===== src/design/mau_pkg.sv =====
// mau_pkg: types, constants and sequencer states of the modular arithmetic unit
// no dependencies; used by modular_arithmetic_unit
package mau_pkg;

    localparam int VALUE_BITS = 31;

    typedef logic [VALUE_BITS-1:0] value_t;
    typedef logic [VALUE_BITS:0]   wide_t;
    typedef logic [2:0]            opcode_t;

    localparam value_t RESET_MODULUS = value_t'(1000000007);

    localparam opcode_t OP_ADD = 3'd0;
    localparam opcode_t OP_SUB = 3'd1;
    localparam opcode_t OP_MUL = 3'd2;
    localparam opcode_t OP_DIV = 3'd3;
    localparam opcode_t OP_POW = 3'd4;

    localparam int CNT_BITS = $clog2(VALUE_BITS);
    localparam logic [CNT_BITS-1:0] CNT_LAST = CNT_BITS'(VALUE_BITS - 1);

    typedef struct packed {
        opcode_t operation;
        value_t  operand_a;
        value_t  operand_b;
    } command_t;

    typedef struct packed {
        value_t result_value;
        logic   no_inverse;
    } result_t;

    typedef enum logic [3:0] {
        S_IDLE,
        S_RED_A,
        S_RED_B,
        S_DISPATCH,
        S_MUL_DBL,
        S_MUL_ADD,
        S_MUL_DONE,
        S_POW_CHK,
        S_POW_ACC,
        S_POW_SQ,
        S_EUC_START,
        S_EUC_DIV,
        S_EUC_ADD,
        S_EUC_UPD,
        S_DIV_FIN,
        S_DONE
    } state_t;

endpackage


===== src/design/modular_arithmetic_unit.sv =====
// modular_arithmetic_unit: add, subtract, multiply, divide and power modulo a register
// depends on mau_pkg
//
// channel   direction  handshake                 word
// cmd       in         start & !busy             command (operation, operand_a, operand_b)
// result    out        done, one cycle strobe    result (result_value, no_inverse)
// cfg       in         cfg_we                    cfg_data: modulus
//
// operands are first reduced bit by bit by the shared long division step, then
// compare-subtract steps do the rest: add/subtract in the dispatch state, a modular
// multiply by a double and an add per multiplier bit, power up to 62 multiplies
// (square and multiply), divide by euclid rounds (one long division each) plus one multiply.
// reset loads the modulus 1000000007; busy stays high until done pulses.
// the receiver cannot stall: done is high for one cycle only; result holds until the next command is taken.
module modular_arithmetic_unit
    import mau_pkg::*;
(
    input  logic     clk,
    input  logic     rst_n,
    input  logic     start,
    input  command_t command,
    output logic     busy,
    output logic     done,
    output result_t  result,
    input  logic     cfg_we,
    input  value_t   cfg_data
);

    state_t             state_reg, state_next, ret_reg, ret_next;
    value_t             modulus_reg;
    opcode_t            op_reg, op_next;
    value_t             a_reg, a_next, b_reg, b_next;
    value_t             sh_reg, sh_next, rem_reg, rem_next;
    value_t             mx_reg, mx_next, my_reg, my_next, macc_reg, macc_next;
    value_t             pacc_reg, pacc_next, sq_reg, sq_next, e_reg, e_next;
    value_t             r0_reg, r0_next, r1_reg, r1_next, s0_reg, s0_next, s1_reg, s1_next;
    logic               qbit_reg, qbit_next;
    logic [CNT_BITS-1:0] cnt_reg, cnt_next;
    value_t             res_reg, res_next;
    logic               flag_reg, flag_next;

    // (x + y) mod m for x, y below m
    function automatic value_t add_mod(value_t x, value_t y, value_t m);
        wide_t s;
        s = {1'b0, x} + {1'b0, y};
        if (s >= {1'b0, m})
        begin
            s = s - {1'b0, m};
        end
        return s[VALUE_BITS-1:0];
    endfunction

    // shared long division step: shift in one dividend bit, compare, subtract
    value_t div_sel;
    wide_t  rem_sh;
    logic   rem_ge;
    value_t rem_step;
    assign div_sel  = (state_reg == S_EUC_DIV) ? r1_reg : modulus_reg;
    assign rem_sh   = {rem_reg, sh_reg[VALUE_BITS-1]};
    assign rem_ge   = rem_sh >= {1'b0, div_sel};
    assign rem_step = rem_ge ? VALUE_BITS'(rem_sh - {1'b0, div_sel})
                             : rem_sh[VALUE_BITS-1:0];

    // modulus register
    always_ff @(posedge clk or negedge rst_n)
    begin
        if (!rst_n)
        begin
            modulus_reg <= RESET_MODULUS;
        end
        else if (cfg_we)
        begin
            modulus_reg <= cfg_data;
        end
    end

    // sequencer state
    always_ff @(posedge clk or negedge rst_n)
    begin
        if (!rst_n)
        begin
            state_reg <= S_IDLE;
            ret_reg   <= S_IDLE;
        end
        else
        begin
            state_reg <= state_next;
            ret_reg   <= ret_next;
        end
    end

    // datapath registers
    always_ff @(posedge clk)
    begin
        op_reg   <= op_next;
        a_reg    <= a_next;
        b_reg    <= b_next;
        sh_reg   <= sh_next;
        rem_reg  <= rem_next;
        mx_reg   <= mx_next;
        my_reg   <= my_next;
        macc_reg <= macc_next;
        pacc_reg <= pacc_next;
        sq_reg   <= sq_next;
        e_reg    <= e_next;
        r0_reg   <= r0_next;
        r1_reg   <= r1_next;
        s0_reg   <= s0_next;
        s1_reg   <= s1_next;
        qbit_reg <= qbit_next;
        cnt_reg  <= cnt_next;
        res_reg  <= res_next;
        flag_reg <= flag_next;
    end

    // next state and datapath control
    always_comb
    begin
        wide_t t;
        state_next = state_reg;
        ret_next   = ret_reg;
        op_next    = op_reg;
        a_next     = a_reg;
        b_next     = b_reg;
        sh_next    = sh_reg;
        rem_next   = rem_reg;
        mx_next    = mx_reg;
        my_next    = my_reg;
        macc_next  = macc_reg;
        pacc_next  = pacc_reg;
        sq_next    = sq_reg;
        e_next     = e_reg;
        r0_next    = r0_reg;
        r1_next    = r1_reg;
        s0_next    = s0_reg;
        s1_next    = s1_reg;
        qbit_next  = qbit_reg;
        cnt_next   = cnt_reg;
        res_next   = res_reg;
        flag_next  = flag_reg;
        t          = '0;
        case (state_reg)
            S_IDLE:
            begin
                if (start)
                begin
                    op_next   = command.operation;
                    b_next    = command.operand_b;
                    sh_next   = command.operand_a;
                    rem_next  = '0;
                    cnt_next  = CNT_LAST;
                    res_next  = '0;
                    flag_next = 1'b0;
                    if (modulus_reg < value_t'(2) || command.operation > OP_POW)
                    begin
                        state_next = S_DONE;
                    end
                    else
                    begin
                        state_next = S_RED_A;
                    end
                end
            end
            // reduce operand a, then operand b
            S_RED_A:
            begin
                rem_next = rem_step;
                sh_next  = {sh_reg[VALUE_BITS-2:0], 1'b0};
                cnt_next = cnt_reg - 1'b1;
                if (cnt_reg == '0)
                begin
                    a_next     = rem_step;
                    sh_next    = b_reg;
                    rem_next   = '0;
                    cnt_next   = CNT_LAST;
                    state_next = S_RED_B;
                end
            end
            S_RED_B:
            begin
                rem_next = rem_step;
                sh_next  = {sh_reg[VALUE_BITS-2:0], 1'b0};
                cnt_next = cnt_reg - 1'b1;
                if (cnt_reg == '0)
                begin
                    b_next     = rem_step;
                    state_next = S_DISPATCH;
                end
            end
            S_DISPATCH:
            begin
                case (op_reg)
                    OP_ADD:
                    begin
                        res_next   = add_mod(a_reg, b_reg, modulus_reg);
                        state_next = S_DONE;
                    end
                    OP_SUB:
                    begin
                        if (a_reg >= b_reg)
                        begin
                            res_next = a_reg - b_reg;
                        end
                        else
                        begin
                            t        = {1'b0, a_reg} + {1'b0, modulus_reg} - {1'b0, b_reg};
                            res_next = t[VALUE_BITS-1:0];
                        end
                        state_next = S_DONE;
                    end
                    OP_MUL:
                    begin
                        mx_next    = a_reg;
                        my_next    = b_reg;
                        macc_next  = '0;
                        cnt_next   = CNT_LAST;
                        ret_next   = S_MUL_DONE;
                        state_next = S_MUL_DBL;
                    end
                    OP_DIV:
                    begin
                        r0_next    = b_reg;
                        r1_next    = modulus_reg;
                        s0_next    = value_t'(1);
                        s1_next    = '0;
                        state_next = S_EUC_START;
                    end
                    default:
                    begin
                        pacc_next  = value_t'(1);
                        sq_next    = a_reg;
                        e_next     = b_reg;
                        state_next = S_POW_CHK;
                    end
                endcase
            end
            // shared modular multiply, multiplier bits msb first
            S_MUL_DBL:
            begin
                macc_next  = add_mod(macc_reg, macc_reg, modulus_reg);
                state_next = S_MUL_ADD;
            end
            S_MUL_ADD:
            begin
                if (my_reg[VALUE_BITS-1])
                begin
                    macc_next = add_mod(macc_reg, mx_reg, modulus_reg);
                end
                my_next  = {my_reg[VALUE_BITS-2:0], 1'b0};
                cnt_next = cnt_reg - 1'b1;
                if (cnt_reg == '0)
                begin
                    state_next = ret_reg;
                end
                else
                begin
                    state_next = S_MUL_DBL;
                end
            end
            S_MUL_DONE:
            begin
                res_next   = macc_reg;
                state_next = S_DONE;
            end
            // square and multiply, exponent lsb first
            S_POW_CHK:
            begin
                cnt_next  = CNT_LAST;
                macc_next = '0;
                if (e_reg == '0)
                begin
                    res_next   = pacc_reg;
                    state_next = S_DONE;
                end
                else if (e_reg[0])
                begin
                    mx_next    = pacc_reg;
                    my_next    = sq_reg;
                    ret_next   = S_POW_ACC;
                    state_next = S_MUL_DBL;
                end
                else
                begin
                    mx_next    = sq_reg;
                    my_next    = sq_reg;
                    ret_next   = S_POW_SQ;
                    state_next = S_MUL_DBL;
                end
            end
            S_POW_ACC:
            begin
                pacc_next  = macc_reg;
                mx_next    = sq_reg;
                my_next    = sq_reg;
                macc_next  = '0;
                cnt_next   = CNT_LAST;
                ret_next   = S_POW_SQ;
                state_next = S_MUL_DBL;
            end
            S_POW_SQ:
            begin
                sq_next    = macc_reg;
                e_next     = {1'b0, e_reg[VALUE_BITS-1:1]};
                state_next = S_POW_CHK;
            end
            // extended euclid, cofactors kept modulo the modulus
            S_EUC_START:
            begin
                cnt_next = CNT_LAST;
                if (r1_reg == '0)
                begin
                    if (r0_reg == value_t'(1))
                    begin
                        mx_next    = a_reg;
                        my_next    = s0_reg;
                        macc_next  = '0;
                        ret_next   = S_DIV_FIN;
                        state_next = S_MUL_DBL;
                    end
                    else
                    begin
                        res_next   = '0;
                        flag_next  = 1'b1;
                        state_next = S_DONE;
                    end
                end
                else
                begin
                    rem_next   = '0;
                    sh_next    = r0_reg;
                    macc_next  = '0;
                    state_next = S_EUC_DIV;
                end
            end
            S_EUC_DIV:
            begin
                rem_next   = rem_step;
                sh_next    = {sh_reg[VALUE_BITS-2:0], 1'b0};
                qbit_next  = rem_ge;
                macc_next  = add_mod(macc_reg, macc_reg, modulus_reg);
                state_next = S_EUC_ADD;
            end
            S_EUC_ADD:
            begin
                if (qbit_reg)
                begin
                    macc_next = add_mod(macc_reg, s1_reg, modulus_reg);
                end
                cnt_next = cnt_reg - 1'b1;
                if (cnt_reg == '0)
                begin
                    state_next = S_EUC_UPD;
                end
                else
                begin
                    state_next = S_EUC_DIV;
                end
            end
            S_EUC_UPD:
            begin
                r0_next = r1_reg;
                r1_next = rem_reg;
                s0_next = s1_reg;
                if (s0_reg >= macc_reg)
                begin
                    s1_next = s0_reg - macc_reg;
                end
                else
                begin
                    t       = {1'b0, s0_reg} + {1'b0, modulus_reg} - {1'b0, macc_reg};
                    s1_next = t[VALUE_BITS-1:0];
                end
                state_next = S_EUC_START;
            end
            S_DIV_FIN:
            begin
                res_next   = macc_reg;
                state_next = S_DONE;
            end
            S_DONE:
            begin
                state_next = S_IDLE;
            end
            default:
            begin
                state_next = S_IDLE;
            end
        endcase
    end

    // outputs
    assign busy                = (state_reg != S_IDLE);
    assign done                = (state_reg == S_DONE);
    assign result.result_value = res_reg;
    assign result.no_inverse   = flag_reg;

endmodule


===== config.mk =====
export PLATFORM = sky130hd
export DESIGN_NAME = modular_arithmetic_unit
export DESIGN_NICKNAME = d
export VERILOG_FILES = /design/src/design/mau_pkg.sv /design/src/design/modular_arithmetic_unit.sv
export SDC_FILE = /design/constraint.sdc
export NUM_CORES = 2
export LEC_CHECK = 0
export BUFFER_PORTS_ARGS = -buffer_cell sky130_fd_sc_hd__buf_2
export CAP_MARGIN = 20
export CELL_PAD_IN_SITES_DETAIL_PLACEMENT = 1
export CELL_PAD_IN_SITES_GLOBAL_PLACEMENT = 1
export CORE_MARGIN = 10
export CORE_UTILIZATION = 30
export CTS_CLUSTER_SIZE = 30
export DETAILED_ROUTE_END_ITERATION = 8
export PLACE_DENSITY_LB_ADDON = 0.05
export SETUP_SLACK_MARGIN = 0.15
export SYNTH_ARGS = -nofsm -noshare
export SYNTH_HDL_FRONTEND = slang
export SYNTH_SLANG_ARGS = --single-unit
export TNS_END_PERCENT = 5

===== constraint.sdc =====
create_clock -name clk -period 16.3 [get_ports clk]
set_input_delay 0.815 -clock clk [delete_from_list [all_inputs] [get_ports clk]]
set_output_delay 0.815 -clock clk [all_outputs]
set_load 0.01 [all_outputs]

# Word level (Yosys, flattened, before mapping)
# Cells that the tools add are included.
# W data, S select, Z words.
totals:
  regBits: 514
  inputBits: 100
  out_inout_bits: 34
  elab_cells: 202
classes:
  n_addsub: 16
  n_lt_le_gt_ge: 9
  n_eq_ne: 35
  n_mux: 80
  n_reduce_logical: 40
op_table:
  columns: ["op", "n"]
  rows:
  - ["$mux W31", 40]
  - ["$pmux W31 S2", 9]
  - ["$pmux W31 S4", 3]
  - ["$pmux W31 S5", 2]
  - ["$sub A31 B31 Y31", 9]
  - ["$pmux W31 S6", 1]
  - ["$ge A32 B31 Y1", 5]
  - ["$add A31 B31 Y32", 4]
  - ["$add A31 B31 Y31", 2]
  - ["$ge A31 B31 Y1", 2]
  - ["$logic_not A31 Y1", 2]
  - ["$pmux W4 S15", 1]
  - ["$mux W4", 12]
  - ["$eq A4 B4 Y1 const B", 8]
  - ["$eq A31 B1 Y1 const B", 1]
  - ["$lt A31 B2 Y1 const B", 1]
  - ["$pmux W5 S5", 1]
  - ["$ne A2 B2 Y1 const B", 12]
  - ["$eq A4 B3 Y1 const B", 4]
  - ["$pmux W4 S4", 1]
  - ["$mux W5", 3]
  - ["$reduce_and A5 Y1", 3]
  - ["$reduce_bool A5 Y1", 3]
  - ["$pmux W4 S3", 1]
  - ["26 further kinds", 50]

# Depth between registers and ports, before layout
depth:
  word_depth: 6
  depth_mapped: 25
  depth_no_buf: 23

# Worst setup path after synthesis
# OpenSTA, ideal clock, no wires.
synth_timing:
  path_type: "register to register"
  start: "reg op_reg[2]"
  end: "reg r0_reg[0] (enable)"
  setup_ps: 778
  arrival_ps: 9553
  required_ps: 15522
  slack_ps: 5969
  stages_incl_launch_ff: 4
  period_less_slack_ps: 10331
  cell_sequence: "edfxtp_1 > nand2b_1 > or2_2 > o21ai_0"
synth_via:
  elab_chain_cells: 3
synth_lines:
  columns: ["item", "line", "text"]
  rows:
  - ["start: declaration", "modular_arithmetic_unit.sv:31", "opcode_t op_reg, op_next;"]
  - ["start signal: assignment", "modular_arithmetic_unit.sv:95", "op_reg <= op_next;"]
  - ["$eq A3 B2 Y1", "modular_arithmetic_unit.sv:192", "case (op_reg)"]
  - ["$ne A2 B1 Y1 (no source line)", null, null]
  - ["$reduce_and A2 Y1 (no source line)", null, null]
  - ["end signal: assignment", "modular_arithmetic_unit.sv:106", "r0_reg <= r0_next;"]
  - ["end: declaration", "modular_arithmetic_unit.sv:36", "value_t r0_reg, r0_next, r1_reg, r1_next, s0_reg, s0_next, s1_reg, s1_next;"]
# No other way between the ends.
# A chain may end at the register's enable or synchronous reset.

# Worst setup path after layout
layout_timing:
  start: "reg macc_reg[0]"
  end: "reg macc_reg[13] (data pin)"
layout_via:
  elab_chain_cells: 5
  word_cells_on_any_way: 15
  classes_between: "add/sub: 6; order compare: 3; mux: 6"
layout_lines:
  columns: ["item", "line", "text"]
  rows:
  - ["start: declaration", "modular_arithmetic_unit.sv:34", "value_t mx_reg, mx_next, my_reg, my_next, macc_reg, macc_next;"]
  - ["start signal: assignment", "modular_arithmetic_unit.sv:102", "macc_reg <= macc_next;"]
  - ["$add A31 B31 Y32", "modular_arithmetic_unit.sv:45", "s = {1'b0, x} + {1'b0, y};"]
  - ["$sub A31 B31 Y31 or $ge A32 B31 Y1 (tied branches)", "modular_arithmetic_unit.sv:48, modular_arithmetic_unit.sv:46", null]
  - ["$mux W31", "modular_arithmetic_unit.sv:46", "if (s >= {1'b0, m})"]
  - ["$mux W31, on equally long branches", "modular_arithmetic_unit.sv:345, modular_arithmetic_unit.sv:245", null]
  - ["$pmux W31 S6 (*)", "modular_arithmetic_unit.sv:142", "case (state_reg)"]
  - ["via macc_next[13]", "modular_arithmetic_unit.sv:34", null]
# The timed path passes the listed nets; every way through them passes the cells marked *. The select of a mux whose other input is x is not followed.

==> out/qor.yml <==
final-max-slew-violation-count: 0
path_max_fanout: 22
die_height_um: 407
core-area_sq_um: 148000
dp_hpwl_um: 162000
ys_async_sr_fraction_pct: 7.41
first_iter_violations: 3589
hold_viol_final: 0
gpl.final_weighted_congestion: 0.905
insertion_delay_ns: 0.68
setup_slack_of_the_most_critical_reg_to_reg_path_ns: 8.86
reg2reg_to: "macc_reg[13]"
post_cts_hold_buffer_count: 0
dieArea_sq_um: 166000
synthDominantCellAreaShare_pct: 31.8
die_w_um: 407
total_global_routing_track_utilization_pct: 23.7
synth_top_flop_cell: "edfxtp_1"
post_synth_inst_count: 5005
cts.sinks: 513
cpPeakStageDelay_ns: 0.87
first_global_vias: 40500
critical_path_depth: 21
post_cts_resized: 0
grt_overflow: 0
first_pass_iters: 8
post_synth_main_area_contributors: "edfxtp_1, ha_1, o21ai_0, a21oi_1, xnor2_1"
flow.area_growth_from_synthesis_pct: 12.5
slew_headroom_pct: 23.0
skew_ns: 0.0220
worst_setup_path_start_kind: "flip-flop"
timing.critical_path.cells: "ha_1 -> fa_1 -> a21oi_1 -> o21ai_0 -> a2111oi_0 -> nor3_1 -> o211ai_1 -> nand2_1 -> nor2_1 -> ha_1 -> and2_1 -> and3_4 -> a221o_1 -> a31oi_4 -> o21ai_2 -> o21ai_1 -> nand3_2 -> or2_1 -> buf_4 -> mux2_4 -> a221o_1"
cp.arrival_ns: 7.85
final_min_period_over_clock_period_pct: 45.6
synth_fp_nets: 5546
grt_start_max_net_pins: 80
cts_tree: "yes"
crit_path_end_kind: "flip-flop"
tritoncts.num_buffers: 73
critical-path-slowest-cell: "a2111oi_0"
layout-drive-gt1-share_pct: 8.90
num_vias: 39800
synth_seq_area_share_pct: 33.9
crit_end: "macc_reg[13]"
final.fill_count: 17200
initial_core_util_pct: 30.3
timing.critical_path.max_delay_family: "compound AO/OA/AOI/OAI gates"
finalWorstSetupSlack_ns: 8.86
via_per_inst: 5.61
cts_post_setup_buffers_inserted: 0
cp.buffers_inverters: 1
floorplan.io_pins: 134
clock_tree.root_cell: "clkbuf_16"
placement_rows: 141
clock_slew_seen_by_the_registers_of_the_worst_setup_and_hold_paths_ns: 0.06
drc_errors: 0
worst_slew_pin_slew_ns: 1.15
post_synth_instance_area_sq_um: 44900
final.setup.tns_ns: 0
netlist.top_cell.by_area: "edfxtp_1"
grt_setup_unrepaired: "no"
hold_class: "in2async"
detail_route.wirelength_um: 201000
clock.fmax_ghz: 0.134
worstSetupStartpoint: "macc_reg[0]"
cts_max_path_buffers: 3
syn_avg_cell_area_sq_um: 8.97
max_cap_viol_count: 0
ff_latch_count_synth: 513
commonest_non_fill_non_tap_cell_in_the_layout: "edfxtp_1"
worst-endpoint-required_ns: 16.72
layout.core_utilization_pct: 34.1
antenna_violating_nets_post_route: 0
synth.yosys.warnings: 0
cts-htree-levels: 3
status: "finished clean"
final_cell_mix: "edfxtp_1, inv_1, nand2_1"
dpl_worst_slack_ns: 9.13
port_buffers: 133
timing.rr.start: "macc_reg[0]"
grt_first_pass_wirelength_um: 290000
yosys.cell_types.count: 101
synth-edff-count: 475
post_drt_wl_per_cell_um: 28.3
critPathKind: "reg2reg"
min_period_ns: 7.44
grt_antenna_before_repair: 12
r2r.worst_path.cells: 21
design.final.nets: 5654
setup_violations: 0
[per-stage QoR]
stage / cell area (sq um) / hold slack (ns) / instances
6_report: 50500 / 0.246 / 7101
5_1_grt: 50500 / 0.259 / 7099
4_1_cts: 50500 / 0.223 / 7097
3_5_place_dp: 48000 / 0.524 / 6966
3_3_place_gp: 48000 / 0.517 / 6966
2_1_floorplan: 44900 / 0.472 / 5005
[Yosys cell counts, types with 19 or more instances]
library cell and instances:
xnor2_1 206, edfxtp_1 475, o21a_1 46, a21oi_1 379, and3_1 49, o21ai_0 434
nand3_1 91, a22oi_1 21, nor2b_1 37, mux2i_1 125, a31oi_1 52, or3_1 34
buf_2 23, o31ai_1 23, and2_1 50, nor2_1 346, nor3_1 94, nor4_1 41
xor2_1 94, a21o_1 142, nand2b_1 46, fa_1 70, nand2_1 447, o211ai_1 56
inv_1 454, clkbuf_1 146, or2_2 19, ha_1 371, a22o_1 31, a211oi_1 46
a221o_1 44, nand4_1 42, a222oi_1 80, dfrtp_1 22, o21bai_1 52
[per-layer routing]
metal,vias up,track usage (%),wire (um)
met1,20000,33.9,96500
met3,205,2.39,7990
met4,2,5.95,5570
met2,869,38.2,90800
met5,-,0,10
li1,18700,-,-
[cells by family after synthesis]
family | count (synthesis) | share of synthesized area, %
AO/OA/AOI/OAI | 1604 | 23.7
adder cells (fa/ha/maj) | 441 | 13.5
buffers and inverters | 653 | 5.67
flip-flops | 513 | 33.9
XOR/XNOR | 300 | 5.85
multiplexers | 145 | 3.33
AND/OR/NAND/NOR | 1349 | 14.1
[worst register-to-register path: stages, from the launching register on]
cell and delay, ns:
edfxtp_1 0.55, ha_1 0.32, fa_1 0.41, a21oi_1 0.23, o21ai_0 0.21, a2111oi_0 0.87
nor3_1 0.22, o211ai_1 0.56, nand2_1 0.21, nor2_1 0.21, ha_1 0.30, and2_1 0.19
and3_4 0.21, a221o_1 0.33, a31oi_4 0.28, o21ai_2 0.16, o21ai_1 0.20, nand3_2 0.30
or2_1 0.43, buf_4 0.29, mux2_4 0.36, a221o_1 0.34
[area by class of cell]
cell class | instances | area, sq um | area share (%)
inverters | 459 | 1720 | 3.41
diodes | 2 | 5.00 | 0.00991
clock buffers | 87 | 1890 | 3.74
flip-flops and latches | 513 | 15200 | 30.2
well taps | 1930 | 2410 | 4.78
clock inverters | 44 | 541 | 1.07
repair buffers | 227 | 1400 | 2.76
multi-input cells | 3839 | 27300 | 54.1
[worst min path at each step]
stage                     end      startpoint
6_report           ret_reg[2]           rst_n
5_1_grt          state_reg[3]           rst_n
4_1_cts            ret_reg[2]           rst_n
3_5_place_dp   modulus_reg[9]  modulus_reg[9]
3_3_place_gp   modulus_reg[9]  modulus_reg[9]
2_1_floorplan      ret_reg[2]      ret_reg[2]
Power is left out: the tool's default activity adds up to more than one toggle a clock period on the data nets, which glitch-free logic cannot reach.
